--- src/sv/orom_pkg.sv ---
// shared types and constants for the opaque region outline marker
package orom_pkg;

    localparam int SIDE_W = 11;
    localparam int COORD_W = 16;
    localparam int ALPHA_W = 8;
    localparam int DATA_W = 16;
    localparam int REG_IDX_W = 2;
    localparam int MIN_SIDE = 3;
    localparam int QUEUE_DEPTH = 4;
    localparam int WIN_W = 9;

    localparam logic [REG_IDX_W-1:0] REG_FRAME_WIDTH = 2'd0;
    localparam logic [REG_IDX_W-1:0] REG_FRAME_HEIGHT = 2'd1;
    localparam logic [REG_IDX_W-1:0] REG_ORIGIN_X = 2'd2;
    localparam logic [REG_IDX_W-1:0] REG_ORIGIN_Y = 2'd3;

    localparam logic KIND_PIXEL = 1'b0;

    // window neighbors, center excluded
    localparam logic [WIN_W-1:0] WIN_MASK = 9'h1EF;

    typedef struct packed {
        logic opaque;
        logic src;
        logic emit;
        logic done;
        logic signed [COORD_W-1:0] x;
        logic signed [COORD_W-1:0] y;
    } t_item;

endpackage

--- src/sv/orom_queue.sv ---
// short request queue between front and back end
module orom_queue #(
    parameter int WIDTH = 8
) (
    input  logic             i_clk,
    input  logic             i_rst_n,
    input  logic             i_push,
    input  logic [WIDTH-1:0] i_data,
    input  logic             i_pop,
    output logic             o_full,
    output logic             o_valid,
    output logic [WIDTH-1:0] o_data
);
    import orom_pkg::*;

    localparam int PW = $clog2(QUEUE_DEPTH);
    localparam int NW = $clog2(QUEUE_DEPTH + 1);

    logic [WIDTH-1:0] r_mem [QUEUE_DEPTH];
    logic [PW-1:0] r_wr_ptr;
    logic [PW-1:0] r_rd_ptr;
    logic [NW-1:0] r_count;
    logic do_push;
    logic do_pop;

    always_comb begin
        o_full = r_count == NW'(QUEUE_DEPTH);
        o_valid = r_count != '0;
        o_data = r_mem[r_rd_ptr];
        do_push = i_push && !o_full;
        do_pop = i_pop && o_valid;
    end

    always_ff @(posedge i_clk) begin
        if (do_push) begin
            r_mem[r_wr_ptr] <= i_data;
        end
    end

    always_ff @(posedge i_clk) begin
        if (!i_rst_n) begin
            r_wr_ptr <= '0;
            r_rd_ptr <= '0;
            r_count <= '0;
        end else begin
            if (do_push) begin
                r_wr_ptr <= r_wr_ptr + PW'(1);
            end
            if (do_pop) begin
                r_rd_ptr <= r_rd_ptr + PW'(1);
            end
            if (do_push && !do_pop) begin
                r_count <= r_count + NW'(1);
            end else if (do_pop && !do_push) begin
                r_count <= r_count - NW'(1);
            end
        end
    end

endmodule

--- config.mk ---
export PLATFORM = sky130hd
export DESIGN_NAME = orom_queue
export DESIGN_NICKNAME = d
export VERILOG_FILES = /design/src/sv/orom_pkg.sv /design/src/sv/orom_queue.sv
export SDC_FILE = /design/constraint.sdc
export NUM_CORES = 1
export LEC_CHECK = 0
export ABC_AREA = 0
export BUFFER_PORTS_ARGS = -buffer_cell sky130_fd_sc_hd__clkbuf_2
export CAP_MARGIN = 10
export CORE_ASPECT_RATIO = 0.9
export CORE_MARGIN = 3
export CORE_UTILIZATION = 54
export DETAILED_ROUTE_END_ITERATION = 7
export GPL_TIMING_DRIVEN = 0
export PLACE_DENSITY = 0.75
export SLEW_MARGIN = 20
export SYNTH_ARGS = -nofsm -noshare
export SYNTH_HDL_FRONTEND = slang
export SYNTH_SLANG_ARGS = --single-unit
--- constraint.sdc ---
create_clock -name i_clk -period 2.2 [get_ports i_clk]
set_input_delay 0.11 -clock i_clk [delete_from_list [all_inputs] [get_ports i_clk]]
set_output_delay 0.11 -clock i_clk [all_outputs]
set_load 0.02 [all_outputs]
Yosys cells after proc, flatten, opt, wreduce, memory -nomap -nowiden
Memory sizes are Yosys's and may differ from the RTL's. A register that Yosys moved wholly into a read port is not among the register bits.
Index checks and enable logic that the tools add are counted.
- output and inout port bits: 10
- bits in writable memories: 32
- register bits after elaboration: 7
- input port bits: 12
- memories: 1
- muxes and demuxes: 6
- $add $sub $neg: 4
- reduce and logical (&&, ||, !) cells: 9
- equal/unequal tests: 1
- memory list (memory ; words ; bits a word ; rd ports ; clocked after memory_dff ; write ports ; line ; RTL):
    r_mem ; 4 ; 8 ; 1 ; 1 ; 1 ; orom_queue.sv:19 ; logic [WIDTH-1:0] r_mem [QUEUE_DEPTH];
- operator list (cell ; number):
    3-bit 2-to-1 mux ; 2
    2-bit by 1-bit adder with 2-bit output, second input constant ; 2
    1-bit logical AND ; 4
    2-bit 2-to-1 mux ; 2
    3-bit by 1-bit adder with 3-bit output, second input constant ; 1
    3-bit equality test, second input constant ; 1
    1-bit zero test ; 3
    3-bit nonzero test ; 1
    3-bit by 1-bit subtractor with 3-bit output, second input constant ; 1
    1-bit 2-to-1 mux ; 2
    2-bit nonzero test ; 1

Logic depth before layout (Yosys ltp)
- depth in word-level cells: 7
- gate-level depth with buffers: 9
- mapped depth without buffers: 8

Worst setup path before layout
No wires, ideal clock.
- path type: reg-to-reg
- start: register r_count[0]
- end: register r_count[2]
- data required time: 2.130 ns
- cell stages (with the launch flop): 10
- arrival: 1.992 ns
- buffers on the path: 1
- slack: 0.138 ns
- cell sequence: dfxtp_1 -> nor3b_2 -> nor2b_1 -> buf_6 -> ha_1 -> inv_1 -> fa_1 -> xor2_1 -> or3_1 -> a21boi_1
- longest elaborated chain between the ends: 6
- RTL lines (element ; line ; RTL):
    from (decl) ; orom_queue.sv:22 ; logic [NW-1:0] r_count;
    from (signal assigned) ; orom_queue.sv:53 ; r_count <= r_count + NW'(1);
    from (signal assigned) ; orom_queue.sv:55 ; r_count <= r_count - NW'(1);
    3-bit equality test (*) ; orom_queue.sv:27 ; o_full = r_count == NW'(QUEUE_DEPTH);
    via o_full ; orom_queue.sv:10 ; output logic o_full,
    1-bit zero test (*) ; orom_queue.sv:30 ; do_push = i_push && !o_full;
    1-bit logical AND (*) ; orom_queue.sv:30 ;
    via do_push ; orom_queue.sv:23 ; logic do_push;
    1-bit zero test ; orom_queue.sv:54 ; end else if (do_pop && !do_push) begin
    1-bit logical AND ; orom_queue.sv:54 ;
    2-bit nonzero test (no line) ; - ;
Mark *: on every way through the listed nets, which the timed path passes. The rest lies on a longest branch. The select of a mux whose other input is x is not followed.
A chain may end at the register's enable or synchronous reset.

Worst setup path in the final report
- start: register r_count[1]
- end: register r_count[2]
- longest elaborated chain between the ends: 6
- RTL lines (element):
    branches (longest 6 deep; another with 3-bit by 1-bit subtractor with 3-bit output)
Parallel ways; which one is timed is not known. The select of a mux whose other input is x is not followed.

==> impl_summary.txt <==
----------------------------------------------------
[Synthesis]
  Most used DFF post-synth ... sky130_fd_sc_hd__edfxtp_1
  Sequential-to-total area share from yosys stat ... 0.6951
  Count of yosys warnings during synthesis ... 0
  Mapped cell area ... 1642 um^2
  Number of distinct library cells after synthesis ... 23
  Number of flops mapped to enable cells by yosys ... 32
  Share of synthesized registers carrying an async set or reset ... 0
  Mapped Avg Cell Area ... 18.24 um^2
  Number of synthesized register bits ... 41
  Cells after Synth ... 90
  Net count after synthesis ... 108

[STA]
  Time the worst path needs with I/O delays and setup ... 2.061 ns
  Final TNS setup ... 0 ns
  Max-slew headroom at the worst pin ... 0.6741
  Worst setup skew after layout ... 0.006109 ns
  Final setup vio count ... 0
  Transition time at the pin with the least slew margin ... 0.4888 ns
  Pins over their slew limit ... 0
  RSZ-0062 raised after global routing ... no
  FMAX ... 485.2 MHz
  Number of hold violations in the final report ... 0
  Share of the clock period used by the worst path after layout ... 0.9367

[Run]
  Max capacitance violation total ... 0

[Setup path]
  Biggest cell delay along the critical path ... 0.37 ns
  Cell-by-cell trace of the critical path ... o31ai_2 -> ha_1 -> inv_1 -> fa_1 -> xor2_1 -> or3_1 -> a21boi_1
  Critical path capture point type ... flop
  Highest net fanout along the worst path ... 6
  Worst setup SP type ... flop
  Buffering stage count on the worst path with inverters included ... 1
  Slowest cell on the critical path ... sky130_fd_sc_hd__dfxtp_2
  Worst Path Class, Setup ... flop to flop
  Arrival time worst endpoint ... 2.34 ns
  CP delay by family, top ... adder cells
  Required time worst endpoint ... 2.48 ns

[Clock network]
  Level count of the clock H-tree ... 2
  Number of buffers created by CTS ... 5
  Clock Path Buffers ... 2
  Clock transition at the registers of the reported paths ... 0.11 ns
  Clock tree from TritonCTS ... yes
  CTS Root Buffer Type ... sky130_fd_sc_hd__clkbuf_4
  Clock insertion delay at the later pin of the skew report ... 0.34 ns
  Num Clock Sinks ... 41

[Global routing]
  Via count of the first global-routing pass ... 908
  Largest net degree at the start of global routing ... 13
  Congestion Overflow GR ... 0
  Gr usage total ... 0.1580
  Initial antenna violation count ... 0
  First-pass GRT wire length ... 4.236 mm

[Power and ir drop]
  Part of the power in the clock network ... 0.214
  Switching power as a share of total power ... 0.2971
  Switching power ... 638.7 uW
  Cell Int Power ... 1511 uW
  Sequential group share of total power ... 0.476
  Part of the total power dissipated in combinational logic ... 0.310
  PwrDens ... 1094 nW/um^2
  Highest ir drop seen on vdd ... 602.2 uV
  Lkg Pwr ... 0.0007251 uW

[Routing]
  WL/cell ... 14.90 um
  Total number of vias ... 863
  Avg Vias per Cell ... 5.137
  Initial detailed-routing violation count ... 34
  DRT Pass-1 Iters ... 4
  Residual DRC count ... 0
  Antenna Violating Nets Remaining ... 0
  Overall routed net length ... 2.503 mm

[Die]
  I/O pin count ... 22
  Area inside the core boundary ... 2815 um^2
  Std cell rows ... 18
  Initial core utilization ... 0.5831
  Die Span Y ... 58.31 um
  Die outline area ... 3739 um^2
  Die outline width ... 64.12 um

[Layout]
  Area growth from synthesis to layout ... 19.74%
  Fraction of layout instances using a drive strength above 1 ... 0.3438
  Top library cells by usage in the layout, fill and taps aside ... sky130_fd_sc_hd__edfxtp_1, sky130_fd_sc_hd__clkbuf_2, sky130_fd_sc_hd__mux4_2, sky130_fd_sc_hd__and2_1, sky130_fd_sc_hd__dlygate4sd3_1
  Number of nets in the layout ... 145
  Antenna Cells ... 0
  Total area of sequential cells ... 1145 um^2
  Number of fill cells ... 206
  Most common library cell in the layout ignoring fill and taps ... sky130_fd_sc_hd__edfxtp_1
  Final core occ ... 0.6982
  Multi-input combinational cell area ... 465.4 um^2

[Placed design]
  Last weighted congestion value of the routability-driven placer ... 0.6565
  HPWL after detailed placement ... 1.723 mm
  Quantity of I/O buffers inserted on ports ... 20

[Worst hold path]
  Classification of the worst-slack hold path ... input port to flop

[Outcome]
  Outcome ... finished, final reports clean

----------------------------------------------------
## through the flow
step                      total power, uW  instance area [um^2]  instances  hold WS, ns  setup WS, ns
after floorplan                      1515                  1642         90       0.2089        0.1380
after global routing                 2284                  1966        168       0.1577       0.02692
after detailed placement             1694                  1792        150       0.3334       0.06124
after global placement               1668                  1792        150       0.3253        0.1208
after CTS                            2165                  1947        166       0.1496       0.03054
final                                2150                  1966        168       0.1612        0.1392
## routing by layer
metal	global-route usage	share of wire
met1	0.1923	0.44
met2	0.2592	0.51
met3	0.07061	0.038
met4	0.04518	0.012
met5	0	0
## final cells by class
type,instances,share of cell area
inverter,3,0.005729
clock inverter,2,0.01719
multi-input combinational,42,0.2368
buffer,4,0.01209
tap,40,0.02546
timing repair buffer,30,0.09930
sequential,41,0.5824
clock buffer,6,0.02101
## power groups by stage
stage               clock network, uW  registers [uW]  logic (uW)
floorplan                           0            1020         497
global placement                    0            1030         640
detailed placement                  0            1040         657
CTS                               475            1020         671
global route                      509            1040         738
finish                            459            1020         667
## worst reg2reg max path: cells and delay by family (launching register included)
family | cells | cell delay, ns
AOI/OAI and AO/OA | 2 | 0.49
xor gates and xnor gates | 1 | 0.16
buffers and inverters | 1 | 0.06
adders and majority gates | 2 | 0.62
DFF | 1 | 0.37
and+or+nand+nor | 1 | 0.30
## sequential cells by signal, summed over array words and instances (netlist names), named ones only
| register | count |
|---|---|
| r_count | 3 |
| r_mem | 32 |
| r_rd_ptr | 2 |
| r_wr_ptr | 2 |
## repair_timing
item                       CTS  global route
hold endpoints to repair    32             0
setup endpoints to repair    0             1
setup buffers                0             2
hold buffers                 8             0
resized for setup            0             3
## path summary, 6_finish.rpt
check | cells past startpoint | from | slack (ns) | endpoint
max | 7 | r_count[1]$_SDFFE_PN0P_ | 0.14 | r_count[2]$_SDFFE_PN0P_
min | 3 | i_rst_n | 0.16 | r_wr_ptr[1]$_SDFFE_PN0P_
max reg2reg | 7 | r_count[1]$_SDFFE_PN0P_ | 0.14 | r_count[2]$_SDFFE_PN0P_
min reg2reg | 2 | r_wr_ptr[1]$_SDFFE_PN0P_ | 0.51 | r_wr_ptr[1]$_SDFFE_PN0P_
## cells by family after synthesis
kind of cell	count (synthesis)	share of synthesized area
AO/OA/AOI/OAI	4	0.02058
AND/OR/NAND/NOR	17	0.06326
XOR/XNOR	4	0.02135
flip-flops	41	0.6951
adder cells (fa/ha/maj)	6	0.05031
buffers and inverters	7	0.02133
multiplexers	11	0.1280
## synthesized netlist by cell type (2+ instances only)
cell | count | area share
sky130_fd_sc_hd__mux2i_1 | 3 | 0.018
sky130_fd_sc_hd__ha_1 | 5 | 0.038
sky130_fd_sc_hd__inv_1 | 3 | 0.0069
sky130_fd_sc_hd__and2_1 | 8 | 0.030
sky130_fd_sc_hd__edfxtp_1 | 32 | 0.59
sky130_fd_sc_hd__xnor2_1 | 3 | 0.016
sky130_fd_sc_hd__nor2b_1 | 2 | 0.0076
sky130_fd_sc_hd__mux4_2 | 8 | 0.11
sky130_fd_sc_hd__dfxtp_1 | 9 | 0.11
sky130_fd_sc_hd__nand2_1 | 4 | 0.0091
Note: power is estimated with default switching activity, not from simulation.
