==> config.mk <==
export PLATFORM = sky130hd
export DESIGN_NAME = orom_back
export DESIGN_NICKNAME = d
export VERILOG_FILES = /design/src/sv/orom_pkg.sv /design/src/sv/orom_back.sv
export SDC_FILE = /design/constraint.sdc
export NUM_CORES = 2
export LEC_CHECK = 0
export BUFFER_PORTS_ARGS = -buffer_cell sky130_fd_sc_hd__buf_2
export CAP_MARGIN = 20
export CORE_MARGIN = 3
export CORE_UTILIZATION = 40
export DETAILED_ROUTE_END_ITERATION = 10
export PLACE_DENSITY_LB_ADDON = 0.3
export SYNTH_ARGS = -nofsm -noshare
export SYNTH_HDL_FRONTEND = slang
export SYNTH_SLANG_ARGS = --single-unit
==> constraint.sdc <==
create_clock -name i_clk -period 99.3 [get_ports i_clk]
set_clock_uncertainty 0.15 [all_clocks]
set_input_delay 4.965 -clock i_clk [delete_from_list [all_inputs] [get_ports i_clk]]
set_output_delay 4.965 -clock i_clk [all_outputs]
set_load 0.01 [all_outputs]
==> src/sv/orom_pkg.sv <==
// shared types and constants for the opaque region outline marker
package orom_pkg;

    localparam int SIDE_W = 11;
    localparam int COORD_W = 16;
    localparam int ALPHA_W = 8;
    localparam int DATA_W = 16;
    localparam int REG_IDX_W = 2;
    localparam int MIN_SIDE = 3;
    localparam int QUEUE_DEPTH = 4;
    localparam int WIN_W = 9;

    localparam logic [REG_IDX_W-1:0] REG_FRAME_WIDTH = 2'd0;
    localparam logic [REG_IDX_W-1:0] REG_FRAME_HEIGHT = 2'd1;
    localparam logic [REG_IDX_W-1:0] REG_ORIGIN_X = 2'd2;
    localparam logic [REG_IDX_W-1:0] REG_ORIGIN_Y = 2'd3;

    localparam logic KIND_PIXEL = 1'b0;

    // window neighbors, center excluded
    localparam logic [WIN_W-1:0] WIN_MASK = 9'h1EF;

    typedef struct packed {
        logic opaque;
        logic src;
        logic emit;
        logic done;
        logic signed [COORD_W-1:0] x;
        logic signed [COORD_W-1:0] y;
    } t_item;

endpackage

==> src/sv/orom_back.sv <==
// back end: line stores, 3x3 window, mark decision and output register
module orom_back #(
    parameter int MAX_SIDE = 1024
) (
    input  logic                                 i_clk,
    input  logic                                 i_rst_n,
    input  logic                                 i_q_valid,
    input  logic [$clog2(MAX_SIDE)-1:0]          i_q_idx,
    input  orom_pkg::t_item                      i_q_item,
    output logic                                 o_pop,
    output logic                                 o_out_valid,
    input  logic                                 i_out_stall,
    output logic signed [orom_pkg::COORD_W-1:0]  o_pixel_x,
    output logic signed [orom_pkg::COORD_W-1:0]  o_pixel_y,
    output logic                                 o_outline_mark,
    output logic                                 o_frame_done
);
    import orom_pkg::*;

    localparam int CW = $clog2(MAX_SIDE);
    localparam int FW = CW + 1;

    // bit 0: last row's source flag, bit 1: the row above that
    logic [1:0] r_src_mem [MAX_SIDE];
    logic r_zero_mem [MAX_SIDE];

    logic r_s2_valid;
    logic [CW-1:0] r_s2_idx;
    t_item r_s2_item;
    logic [1:0] r_rd_src;
    logic r_rd_z;
    logic r_hit;
    logic r_filled;
    logic [1:0] r_fwd_src;
    logic r_fwd_z;
    logic [FW-1:0] r_fill;
    logic [WIN_W-1:0] r_win;
    logic r_az;

    logic r_out_valid;
    logic signed [COORD_W-1:0] r_out_x;
    logic signed [COORD_W-1:0] r_out_y;
    logic r_out_mark;
    logic r_out_done;

    logic go;
    logic wr_en;
    logic [1:0] src_eff;
    logic z_eff;
    logic up1;
    logic up2;
    logic [1:0] wr_src;
    logic wr_z;
    logic [WIN_W-1:0] n_win;
    logic mark;

    always_comb begin
        go = !r_out_valid || !i_out_stall;
        o_pop = go && i_q_valid;
        wr_en = go && r_s2_valid;
        src_eff = r_hit ? r_fwd_src : (r_filled ? r_rd_src : 2'b00);
        z_eff = r_hit ? r_fwd_z : r_rd_z;
        up1 = src_eff[0];
        up2 = src_eff[1];
        wr_src = {up1, r_s2_item.src};
        wr_z = !r_s2_item.opaque;
        n_win = {r_s2_item.src, up1, up2, r_win[WIN_W-1:3]};
        mark = r_az && ((n_win & WIN_MASK) != '0);
        o_out_valid = r_out_valid;
        o_pixel_x = r_out_x;
        o_pixel_y = r_out_y;
        o_outline_mark = r_out_mark;
        o_frame_done = r_out_done;
    end

    always_ff @(posedge i_clk) begin
        if (wr_en) begin
            r_src_mem[r_s2_idx] <= wr_src;
            r_zero_mem[r_s2_idx] <= wr_z;
        end
        if (go) begin
            r_rd_src <= r_src_mem[i_q_idx];
            r_rd_z <= r_zero_mem[i_q_idx];
        end
    end

    always_ff @(posedge i_clk) begin
        if (go) begin
            r_s2_idx <= i_q_idx;
            r_s2_item <= i_q_item;
            r_fwd_src <= wr_src;
            r_fwd_z <= wr_z;
            r_hit <= r_s2_valid && (r_s2_idx == i_q_idx);
            r_filled <= FW'(i_q_idx) < r_fill;
            r_out_x <= r_s2_item.x;
            r_out_y <= r_s2_item.y;
            r_out_mark <= mark;
            r_out_done <= r_s2_item.done;
        end
    end

    always_ff @(posedge i_clk) begin
        if (!i_rst_n) begin
            r_s2_valid <= 1'b0;
            r_out_valid <= 1'b0;
            r_fill <= '0;
            r_win <= '0;
            r_az <= 1'b0;
        end else begin
            if (go) begin
                r_s2_valid <= i_q_valid;
                r_out_valid <= r_s2_valid && r_s2_item.emit;
            end
            if (wr_en) begin
                r_win <= n_win;
                r_az <= z_eff;
                if (FW'(r_s2_idx) == r_fill) begin
                    r_fill <= r_fill + FW'(1);
                end
            end
        end
    end

endmodule

### Word-level counts from Yosys, hierarchy flattened

Memories as Yosys holds them, arrays and structs flattened. A register that Yosys moved wholly into a read port is not among the register bits.
Index checks and enable logic that the tools add are counted.

* flip-flop bits (word level): 108
* bits in writable memories: 3072
* input port bits: 50
* output and inout bits: 36
* logic and storage cells: 42
* memories kept: 2

Memory list
* r_src_mem: words 1024, width 2, rd ports 1, clocked after memory_dff 1, wr ports 1, line orom_back.sv:24 `logic [1:0] r_src_mem [MAX_SIDE];`
* r_zero_mem: words 1024, width 1, rd ports 1, clocked after memory_dff 1, wr ports 1, line orom_back.sv:25 `logic r_zero_mem [MAX_SIDE];`

* add/sub/neg operators: 1
* magnitude comparators: 1
* equality and inequality tests: 2
* multiplexer cells: 5
* reduce and logical (&&, ||, !) cells: 11

Operator list (count)
* adder 11 x 1 -> 11 bit (second input constant): 1
* equality test 10 x 11 -> 1 bit: 1
* < comparator 10 x 11 -> 1 bit: 1
* equality test 10 bit: 1
* nonzero test 9 bit: 1
* logical AND 1 bit: 5
* two-way mux 2 bit: 2
* zero test 1 bit: 3
* two-way mux 1 bit: 3
* AND reduction 2 bit: 1
* logical OR 1 bit: 1

### Depth between registers and ports, before layout

* word-level depth: 5
* depth in mapped cells: 15
* mapped depth without buffers: 9

### Worst setup path before layout

Ideal clock, no wire load.

* path type: register to register
* start point: reg r_hit
* end point: reg r_fwd_src[1], data pin
* setup time: 8158 ps
* arrival time: 40103 ps
* required time: 90992 ps
* path slack: 50889 ps
* cell stages (with the launch flop): 2
* buffers on the path: 0
* period minus slack after synthesis: 48411 ps
* cells stage by stage: edfxtp_1 > o21ai_0

* cells in the longest elaborated chain, start to end: 1

Ends and longest elaborated chain
* start, declared: line orom_back.sv:32 `logic r_hit;`
* start signal, assigned: line orom_back.sv:93 `r_hit <= r_s2_valid && (r_s2_idx == i_q_idx);`
* two-way mux 2 bit: line orom_back.sv:61 `src_eff = r_hit ? r_fwd_src : (r_filled ? r_rd_src : 2'b00);`
* named net n_win[7]: line orom_back.sv:54 `logic [WIN_W-1:0] n_win;`
* end signal, assigned: line orom_back.sv:91 `r_fwd_src <= wr_src;`
* end, declared: line orom_back.sv:34 `logic [1:0] r_fwd_src;`

The timed path passes the listed nets, and every way through them passes these cells.
A chain may end at the register's enable or synchronous reset.

### Final worst setup path

* start point: in i_out_stall
* end point: out o_pop

* cells in the longest elaborated chain, start to end: 3

Ends and longest elaborated chain
* start, declared: line orom_back.sv:12 `input logic i_out_stall,`
* zero test 1 bit: line orom_back.sv:58 `go = !r_out_valid || !i_out_stall;`
* logical OR 1 bit: line orom_back.sv:58
* logical AND 1 bit: line orom_back.sv:59 `o_pop = go && i_q_valid;`
* end, declared: line orom_back.sv:10 `output logic o_pop,`

Every way passes these cells.

==> reports/results.ini <==
[cts]
clock_sinks=3180
cts_hold_buf=0
cts_resized=0
cts_tree=yes
post-cts-setup-buffer-count=0
cts_buffer_depth=4
cts_inserted_buffers=315
insertion_delay_ns=0.87
cts_root_buf=clkbuf_16
cts.reportedPaths.clkPinSlew_ns=0.06
htreeDepth=5

[worst_setup_path]
rrSetupSlack_ns=93.69
worstReg2RegEnd=r_src_mem[640][0]
rr_startpoint=n_win[8]
reg2regPathDepth=6
crit_fanout=25
cp.required_ns=94.18
cp-startpoint=i_out_stall
critPathArrivalTime_ns=5.81
crit_path_end=o_pop
critPathKind=input pin to output pin
cp-start-kind=input pin
endpoint_kind=output pin

[pwr]
pwr-share-comb_pct=5.2
clockPowerShare_pct=41.9
intPower_mw=2.215
leakagePower_nw=44.05
p_sw_mw=0.6101
swShare_pct=21.60
finalPower_mw=2.825
powerDensity_nw_per_um2=19.90
ir_drop_v=0.00001337
sequentialPowerShare_pct=52.9

[placed_design]
hpwl_um=206200
placed_area_sq_um=131700
preCtsSetupSlack_ns=88.14
gp_congestion=0.8403
numPortBuffers=85
dpl.cell_count=10650

[synthesis]
synth_area_leaders=edfxtp_1 75%, mux4_2 12%, nor2_1 3.2%
synth_edf_count=3160
syn_area_per_cell_sq_um=18.91
synthTopCellsByCount=3160 x edfxtp_1, 1083 x nor2_1, 700 x mux4_2
synth.most_common_cell=edfxtp_1
async_flop_share_pct=0
synth_top_flop_cell=edfxtp_1
synth_top_area_share_pct=74.75
synth.net_count=6772
ys_warn_count=0
synth_top_area_cell=edfxtp_1
synthCells=6712
ys_ff_latch=3180
ys_seq_area_share_pct=75.07
synth.distinct_cells=73
syn_area_sq_um=126900

[timing]
fin_crit_ns=10.92
fin_setup_tns_ns=0
fmax_mhz=91.55
relSlewSlack_pct=17.70
whs_ns=0.2673
finalSetupViolCount=0
fin_crit_sh_pct=11.00
rsz0062_at_grt=no
tightest_slew_ns=1.225
drv_slew=0
setup_slack_ns=88.38
finalHoldViolCount=0

[global_routing]
grt_antenna_before_repair=18
grt_pass1_vias=67100
grt_pass1_wl_um=495400
gr-total-overflow=0
grt_max_degree=205
grtUsageTotal_pct=21.11

[finish]
design_area_sq_um=142000
fin_nets=6875
drive_above_1_share_pct=21.69
fin_cells=11240
fin_util_pct=45.00
nFillCells=26710
area_growth_pct=11.84

[floorplanning]
die-height_um=569.3
die_width_um=569.3
start_util_pct=40.24
row_count=206
die_area_sq_um=324100
ios=86
coreArea_sq_um=315500

[detailed_routing]
dr.pass1.iters=6
antenna_left=0
drc=0
viasPerCell=5.862
vias=65860
first_iter_violations=8716
drt-total-wl_um=348000
post_drt_wl_per_cell_um=30.98

[worst_hold_path]
hold_start=r_s2_item[6]
min_path_type=flop to flop

[run]
max_cap_violations=0

[status]
status=finished clean

-- cells by family (layout without fill, tap and decap cells) --
group,after synthesis,in the layout,share of synthesized area (%)
fa+ha+maj,10,10,0.09856
mux,1007,1007,14.86
simple gates,1461,1461,4.671
compound gates,513,513,2.840
flops,3180,3180,75.07
xor+xnor,28,28,0.1932
buf+inv,513,870,2.273
other cells,0,6,0
-- layer usage --
layer / track usage [%] / routed length, um / share of wire, % / vias up
met3: 4.147 / 30870 / 8.9 / 588
met1: 28.50 / 136500 / 39 / 34920
met4: 6.885 / 12130 / 3.5 / 2
li1: - / - / - / 27150
met5: 0 / 13 / 0.0037 / -
met2: 34.50 / 168600 / 48 / 3200
-- worst max-delay path, cell delays in order --
cell,delay [ns]
buf_2,0.12
nand2_4,0.35
and2_1,0.22
buf_2,0.14
-- registers in the layout, summed over array words and instances (netlist names), 2 cells and up --
signal / cells
o_pixel_x: 16
o_pixel_y: 16
r_fill: 11
r_fwd_src: 2
r_rd_src: 2
r_s2_idx: 10
r_s2_item: 35
r_src_mem: 2048
r_win: 6
r_zero_mem: 1024
-- power groups by stage --
stage | Sequential, mW | Combinational, mW | Clock [mW]
finish | 1.49 | 0.148 | 1.18
global route | 1.49 | 0.157 | 1.26
CTS | 1.49 | 0.148 | 1.20
detailed placement | 1.52 | 0.148 | 0
global placement | 1.52 | 0.146 | 0
floorplan | 1.59 | 0.0865 | 0
-- cell type report --
| cell class | instances | area, sq um | area share, % |
|---|---|---|---|
| clock inverter | 187 | 1808 | 1.273 |
| antenna | 6 | 15.01 | 0.01058 |
| sequential | 3180 | 95290 | 67.12 |
| timing repair buffer | 282 | 2128 | 1.499 |
| tap | 4160 | 5205 | 3.666 |
| multi-input combinational | 3019 | 29110 | 20.50 |
| clock buffer | 384 | 8341 | 5.875 |
| inverter | 17 | 81.33 | 0.05728 |
-- worst min path at each step --
stage                          endpoint  slack (ns)  depth (start not counted)
final                      o_pixel_y[6]        0.27                          0
after floorplan            o_frame_done        0.25                          0
after global routing      o_pixel_x[10]        0.27                          0
after CTS                  o_pixel_x[6]        0.27                          0
after global placement    o_pixel_y[11]        0.25                          0
after detailed placement  o_pixel_x[10]        0.25                          0
-- cells in the final DEF (no fill, tap or decap), drive strengths merged, types with 47 or more instances in the layout --
| master | Yosys | routed |
|---|---|---|
| clkbuf | 272 | 384 |
| nand2 | 188 | 188 |
| o21ai | 66 | 66 |
| edfxtp | 3160 | 3160 |
| mux4 | 700 | 700 |
| mux2i | 289 | 289 |
| buf | 224 | 282 |
| a21oi | 95 | 95 |
| nor2 | 1083 | 1083 |
| clkinv | 1 | 123 |
| o221ai | 114 | 114 |
| o22ai | 71 | 71 |
| a22oi | 47 | 47 |
(Power assumes the default switching activity.)
