File: src/sv/orom_pkg.sv
// shared types and constants for the opaque region outline marker
package orom_pkg;

    localparam int SIDE_W = 11;
    localparam int COORD_W = 16;
    localparam int ALPHA_W = 8;
    localparam int DATA_W = 16;
    localparam int REG_IDX_W = 2;
    localparam int MIN_SIDE = 3;
    localparam int QUEUE_DEPTH = 4;
    localparam int WIN_W = 9;

    localparam logic [REG_IDX_W-1:0] REG_FRAME_WIDTH = 2'd0;
    localparam logic [REG_IDX_W-1:0] REG_FRAME_HEIGHT = 2'd1;
    localparam logic [REG_IDX_W-1:0] REG_ORIGIN_X = 2'd2;
    localparam logic [REG_IDX_W-1:0] REG_ORIGIN_Y = 2'd3;

    localparam logic KIND_PIXEL = 1'b0;

    // window neighbors, center excluded
    localparam logic [WIN_W-1:0] WIN_MASK = 9'h1EF;

    typedef struct packed {
        logic opaque;
        logic src;
        logic emit;
        logic done;
        logic signed [COORD_W-1:0] x;
        logic signed [COORD_W-1:0] y;
    } t_item;

endpackage

File: src/sv/orom_front.sv
// front end: configuration registers, raster counters and pixel classification
module orom_front #(
    parameter int MAX_SIDE = 1024
) (
    input  logic                                 i_clk,
    input  logic                                 i_rst_n,
    input  logic                                 i_cfg_wen,
    input  logic [orom_pkg::REG_IDX_W-1:0]       i_cfg_index,
    input  logic [orom_pkg::DATA_W-1:0]          i_cfg_wdata,
    input  logic                                 i_in_valid,
    input  logic                                 i_kind,
    input  logic [orom_pkg::ALPHA_W-1:0]         i_alpha,
    input  logic                                 i_full,
    output logic                                 o_push,
    output logic [$clog2(MAX_SIDE)-1:0]          o_push_idx,
    output orom_pkg::t_item                      o_push_item
);
    import orom_pkg::*;

    localparam int CW = $clog2(MAX_SIDE);
    localparam int CXW = ((CW > SIDE_W) ? CW : SIDE_W) + 1;

    logic [SIDE_W-1:0] r_w;
    logic [SIDE_W-1:0] r_h;
    logic signed [COORD_W-1:0] r_ox;
    logic signed [COORD_W-1:0] r_oy;
    logic [CW-1:0] r_col;
    logic [SIDE_W-1:0] r_row;
    logic [CW-1:0] n_col;
    logic [SIDE_W-1:0] n_row;

    logic [CXW-1:0] col_x;
    logic [CXW-1:0] row_x;
    logic [CXW-1:0] w_x;
    logic [CXW-1:0] h_x;
    logic [CXW-1:0] dc;
    logic opaque;
    logic inner;
    logic emit;
    logic done;
    logic accept;

    function automatic logic [SIDE_W-1:0] clamp_side(input logic [SIDE_W-1:0] v);
        logic [SIDE_W-1:0] r;
        r = v;
        if (v < SIDE_W'(MIN_SIDE)) begin
            r = SIDE_W'(MIN_SIDE);
        end else if (int'(v) > MAX_SIDE) begin
            r = SIDE_W'(MAX_SIDE);
        end
        return r;
    endfunction

    always_comb begin
        col_x = CXW'(r_col);
        row_x = CXW'(r_row);
        w_x = CXW'(r_w);
        h_x = CXW'(r_h);
        opaque = (i_kind == KIND_PIXEL) && (i_alpha != '0);
        inner = (r_row != '0) && (row_x + CXW'(2) <= h_x)
            && (r_col != '0) && (col_x + CXW'(2) <= w_x);
        emit = (r_row >= SIDE_W'(2)) || ((r_row == SIDE_W'(1)) && (r_col != '0));
        done = row_x >= h_x + CXW'(1);
        dc = (r_col == '0) ? (w_x - CXW'(1)) : (col_x - CXW'(1));
        accept = i_in_valid && !i_full;

        o_push = accept;
        o_push_idx = r_col;
        o_push_item.opaque = opaque;
        o_push_item.src = opaque && inner;
        o_push_item.emit = emit;
        o_push_item.done = done;
        o_push_item.x = r_ox + COORD_W'(dc);
        o_push_item.y = r_oy + COORD_W'(r_row)
            - ((r_col == '0) ? COORD_W'(2) : COORD_W'(1));

        n_col = r_col;
        n_row = r_row;
        if (emit && done) begin
            n_col = '0;
            n_row = '0;
        end else if (col_x + CXW'(1) >= w_x) begin
            n_col = '0;
            n_row = r_row + SIDE_W'(1);
        end else begin
            n_col = CW'(col_x + CXW'(1));
        end
    end

    always_ff @(posedge i_clk) begin
        if (!i_rst_n) begin
            r_w <= SIDE_W'(MIN_SIDE);
            r_h <= SIDE_W'(MIN_SIDE);
            r_ox <= '0;
            r_oy <= '0;
            r_col <= '0;
            r_row <= '0;
        end else begin
            if (i_cfg_wen) begin
                unique case (i_cfg_index)
                    REG_FRAME_WIDTH: r_w <= clamp_side(i_cfg_wdata[SIDE_W-1:0]);
                    REG_FRAME_HEIGHT: r_h <= clamp_side(i_cfg_wdata[SIDE_W-1:0]);
                    REG_ORIGIN_X: r_ox <= signed'(i_cfg_wdata);
                    REG_ORIGIN_Y: r_oy <= signed'(i_cfg_wdata);
                    default: ;
                endcase
            end
            if (accept) begin
                r_col <= n_col;
                r_row <= n_row;
            end
        end
    end

endmodule

File: config.mk
export PLATFORM = sky130hd
export DESIGN_NAME = orom_front
export DESIGN_NICKNAME = d
export VERILOG_FILES = /design/src/sv/orom_pkg.sv /design/src/sv/orom_front.sv
export SDC_FILE = /design/constraint.sdc
export NUM_CORES = 1
export LEC_CHECK = 0
export BUFFER_PORTS_ARGS = -buffer_cell sky130_fd_sc_hd__buf_4
export CAP_MARGIN = 20
export CELL_PAD_IN_SITES_DETAIL_PLACEMENT = 0
export CELL_PAD_IN_SITES_GLOBAL_PLACEMENT = 1
export CORE_AREA = 2 2 125 127
export CTS_CLUSTER_DIAMETER = 150
export DETAILED_ROUTE_END_ITERATION = 10
export DIE_AREA = 0 0 127 129
export PLACE_DENSITY = 0.9
export SETUP_SLACK_MARGIN = 0.2
export SYNTH_ARGS = -nofsm -noshare
export SYNTH_HDL_FRONTEND = slang
export SYNTH_SLANG_ARGS = --single-unit
File: constraint.sdc
create_clock -name i_clk -period 12.8 [get_ports i_clk]
set_input_delay 3.84 -clock i_clk [delete_from_list [all_inputs] [get_ports i_clk]]
set_output_delay 3.84 -clock i_clk [all_outputs]
set_load 0.01 [all_outputs]
=== After elaboration in Yosys (flattened, before gate mapping) ===
Cells that the tools add are included.

* Memories kept: 0
* RAM bits: 0
* Register bits: 75
* Word-level logic and storage cells: 57
* ROM bits: 0
* Output and inout port bits: 47
* Latch bits: 0
* Input port bits: 32

* Order comparisons: 7
* Multipliers: 0
* $add $sub $neg: 10
* Bitwise gates (word level): 1
* Div/mod/pow operators: 0
* Reductions and logical operators: 21
* Equal/unequal tests: 4
* Mux-type cells: 8
* Shift operators: 0

{| class="wikitable"
|+ Operators with widths
! kind !! count
|-
| 11-bit 2-to-1 mux || 4
|-
| 10-bit 2-to-1 mux || 2
|-
| 16-bit by 11-bit adder with 16-bit output || 1
|-
| 16-bit by 12-bit adder with 16-bit output || 1
|-
| 16-bit by 2-bit subtractor with 16-bit output || 1
|-
| 11-bit by 1-bit adder with 12-bit output (second input constant) || 1
|-
| 11-bit by 2-bit adder with 12-bit output (second input constant) || 1
|-
| 11-bit by 12-bit greater-or-equal comparator with 1-bit output || 1
|-
| 12-bit by 11-bit greater-or-equal comparator with 1-bit output || 1
|-
| 12-bit by 11-bit <= comparator with 1-bit output || 1
|-
| 12-bit 2-to-1 mux || 1
|-
| 11-bit by 1-bit subtractor with 12-bit output (second input constant) || 1
|-
| 10-bit by 1-bit adder with 11-bit output (second input constant) || 1
|-
| 10-bit by 2-bit adder with 11-bit output (second input constant) || 1
|-
| 11-bit by 1-bit adder with 11-bit output (second input constant) || 1
|-
| 11-bit by 1-bit equality test with 1-bit output (second input constant) || 1
|-
| 11-bit by 2-bit greater-or-equal comparator with 1-bit output (second input constant) || 1
|-
| 11-bit greater-than comparator (second input constant) || 1
|-
| 11-bit <= comparator || 1
|-
| 11-bit by 2-bit less-than comparator with 1-bit output (second input constant) || 1
|-
| 11-bit nonzero test || 1
|-
| 10-bit by 1-bit subtractor with 11-bit output (second input constant) || 1
|-
| 10-bit logical NOT || 1
|-
| 2-bit AND reduction || 5
|-
| other kinds (11) || 19
|}

=== Longest topological paths before layout ===
* Depth in word-level cells: 6
* Gate-level depth with buffers: 18
* Mapped depth without buffers: 17

=== Worst setup path after synthesis ===
OpenSTA, ideal clock, no wires.

* Path type: in2out
* Start point: input port i_alpha[1] (netlist name)
* End point: output port o_push_item[34] (netlist name)
* Cell stages on the path: 5
* Data arrival time: 4.500 ns
* Path slack: 4.460 ns
* Data required time: 8.960 ns
* Cells stage by stage: nor4_1 -> a21oi_1 -> o311ai_1 -> nor3_1 -> o21a_1

{| class="wikitable"
|+ RTL lines
! item !! line !! text
|-
| start: declaration || orom_front.sv:12 || <nowiki>input logic [orom_pkg::ALPHA_W-1:0] i_alpha,</nowiki>
|-
| end: declaration || orom_front.sv:16 || <nowiki>output orom_pkg::t_item o_push_item</nowiki>
|}

==> out/metrics.csv <==
metric,value,unit
clockBufferDepth,2,
avgSynthCellArea,7.41,µm²
tightest_slew,1.03,ns
area_delta_synth_final,13.3,%
yosysSeqAreaShare,21.8,%
synth_edf_count,0,
max_slew_margin,31.2,%
cp-start-kind,primary input,
postCtsSetupRepairBufs,0,
report.final.slew_viol_count,0,
gp_congestion,0.900,
synth_nets,1060,
antenna_cells,0,
portBuffers,78,
power_leakage,3.37,nW
num_vias,6502,
p_switching,0.350,mW
critPathSlowestCell,a21oi_1,
holdPathStages,2,
powerDensity,121,mW/mm²
via_per_inst,5.60,
rsz0062_at_grt,no,
hold_end,r_oy[4],
chipHeight,129,µm
clk_latency,0.34,ns
row_count,45,
cp.required,8.96,ns
cts_root_buffer,clkbuf_16,
grt_pass1_vias,5982,
drt_wl_total,17600,µm
grt_usage,21.7,%
ant_nets,0,
postCtsHoldBufs,0,
power.share.combinational,45.2,%
switching_share,37.2,%
hold_viol,0,
synth_cell_types,61,
arrival,4.99,ns
holdWs,0.454,ns
syn_area,0.00689,mm²
synth_flop_cell,dfxtp_1,
final_cell_mix,"nand2_1 (148), ha_1 (96), a21oi_1 (81)",
crit_top_cell,buf_4,
cts_sinks,75,
antenna_found_initial,0,
first_pass_iters,5,
crit_type,primary input to output port,
ys_ff_latch,75,
setup_violations,0,
ios,79,
grt_pass1_wl,29100,µm
hp-start,r_oy[4],
synth_warnings,0,
placed_cell_area,0.00750,mm²
status,completed,
r2r_cells,11,
timing.final.crit_share,69.0,%
grt_max_degree,74,
cts_inserted_buffers,9,
cap_viol_max_count,0,
cts_tree,yes,
drive_gt1_share,11.5,%
coreArea,0.0150,mm²
max_freq,113,MHz
hpwl,13600,µm
syn-instance-count,930,
drcViolationCount,0,
initial_core_util,46.0,%
clockPowerShare,27.2,%
vdd_drop_max,0.0611,mV
cellInternalPower,0.591,mW
overflow,0,
fin_crit,8.83,ns
worstPathCellList,"buf_4, nor4_1, a21oi_1, o311ai_1, nor3_1, o21a_1, buf_4",
final.setup.tns,0,ns
dieArea,0.0164,mm²
reg2reg_to,r_row[1],
crit_path_end_kind,output port,
r2r-start,o_push_idx[0],
clk_pin_slew,0.06,ns
async_flop_share,0,%
wire_per_inst,15.2,µm
worstPathMaxFanout,2,
h-tree-depth,3,
dieWidth,127,µm
finClkSkew,0.00489,ns
final_common_cell,nand2_1,
post_cts_resized,0,
hp-class,flip-flop to flip-flop,
nets,1099,
postLayoutCellArea,0.00781,mm²
crit_path_max_incr_delay,0.27,ns
drt_iter0_drc,359,
seq_power_share,27.6,%
r2r_setup_slack,8.67,ns
[cells by family (layout without fill, tap and decap cells)]
| family | Yosys count | after routing | synth area share [%] |
|---|---|---|---|
| flip-flops | 75 | 75 | 21.8 |
| adder cells (fa/ha/maj) | 98 | 98 | 18.0 |
| multiplexers | 2 | 2 | 0.291 |
| AND/OR/NAND/NOR | 352 | 352 | 25.0 |
| XOR/XNOR | 74 | 74 | 9.41 |
| buffers and inverters | 136 | 180 | 7.79 |
| AO/OA/AOI/OAI | 193 | 193 | 17.7 |
[registers in the layout (all words and copies together), names as in the netlist]
signal / flops
o_push_idx: 10
r_h: 11
r_ox: 16
r_oy: 16
r_row: 11
r_w: 11
[layout make-up]
type / count / area, µm²
Clock inverter: 6 / 73.8
Tap cell: 188 / 235
Fill cell: 1487 / 7170
Inverter: 84 / 315
Timing Repair Buffer: 80 / 601
Sequential cell: 75 / 1500
Clock buffer: 10 / 229
Multi-Input combinational cell: 719 / 4850
[layer usage]
metal  global-route usage, %  up-vias  part of all wire (%)
li1                        -     3322                     -
met1                    28.7     2988                    47
met2                    36.1      152                    47
met3                    3.04       40                   3.9
met4                    8.27        0                   2.8
met5                       0        -                     0
[power by group through the flow]
stage / Sequential (mW) / Clock, mW / Combinational, mW
after CTS: 0.259 / 0.261 / 0.427
after floorplan: 0.255 / 0 / 0.299
after detailed placement: 0.264 / 0 / 0.423
after global routing: 0.261 / 0.271 / 0.470
final: 0.259 / 0.256 / 0.426
after global placement: 0.264 / 0 / 0.422
[cells in the mapped netlist, drive strengths merged, types with 4 or more instances]
cell,number,area [µm²]
a31oi,6,37.5
clkbuf,30,113
xnor2,60,526
ha,96,1200
buf,22,109
o21a,11,83.8
o21bai,6,45.0
nor2b,14,87.6
nor4,14,87.6
o2111ai,4,35.0
a21oi,81,405
dfxtp,75,1500
a211oi,7,62.6
nor3,17,85.1
nand2b,4,25.0
nand2,148,556
inv,84,315
o211ai,11,82.6
and3,15,93.8
nand4,36,225
o21ai,28,140
and4,4,35.0
o31ai,4,30.0
xor2,14,123
nor2,37,139
nand3,35,175
a21boi,4,30.0
or4,11,86.3
a21o,13,97.6
or2,5,31.3
[worst max-delay path by stage]
stage                from               to  cells after the start  slack, ns
6_report       i_alpha[0]  o_push_item[34]                      7       3.97
2_1_floorplan  i_alpha[1]  o_push_item[34]                      5       4.46
5_1_grt        i_alpha[0]  o_push_item[34]                      7       3.91
3_5_place_dp   i_alpha[0]  o_push_item[34]                      7       4.01
4_1_cts        i_alpha[0]  o_push_item[34]                      7       4.00
3_3_place_gp   i_alpha[0]  o_push_item[34]                      7       4.01
[critical path: cells and delay by family]
kind / cells / cell delay [ns]
simple gates: 2 / 0.31
buf+inv: 2 / 0.21
compound gates: 3 / 0.63
[stage by stage]
stage | instances | total power [mW] | setup slack [ns] | utilization (%)
after floorplan | 930 | 0.555 | 4.46 | -
after global placement | 1146 | 0.686 | 4.01 | 50.1
after detailed placement | 1146 | 0.687 | 4.01 | 50.1
after CTS | 1162 | 0.947 | 4.00 | 52.1
after global routing | 1162 | 1.00 | 3.91 | 52.1
final | 1162 | 0.941 | 3.97 | 52.1
Power figures use the tool's default switching activity.
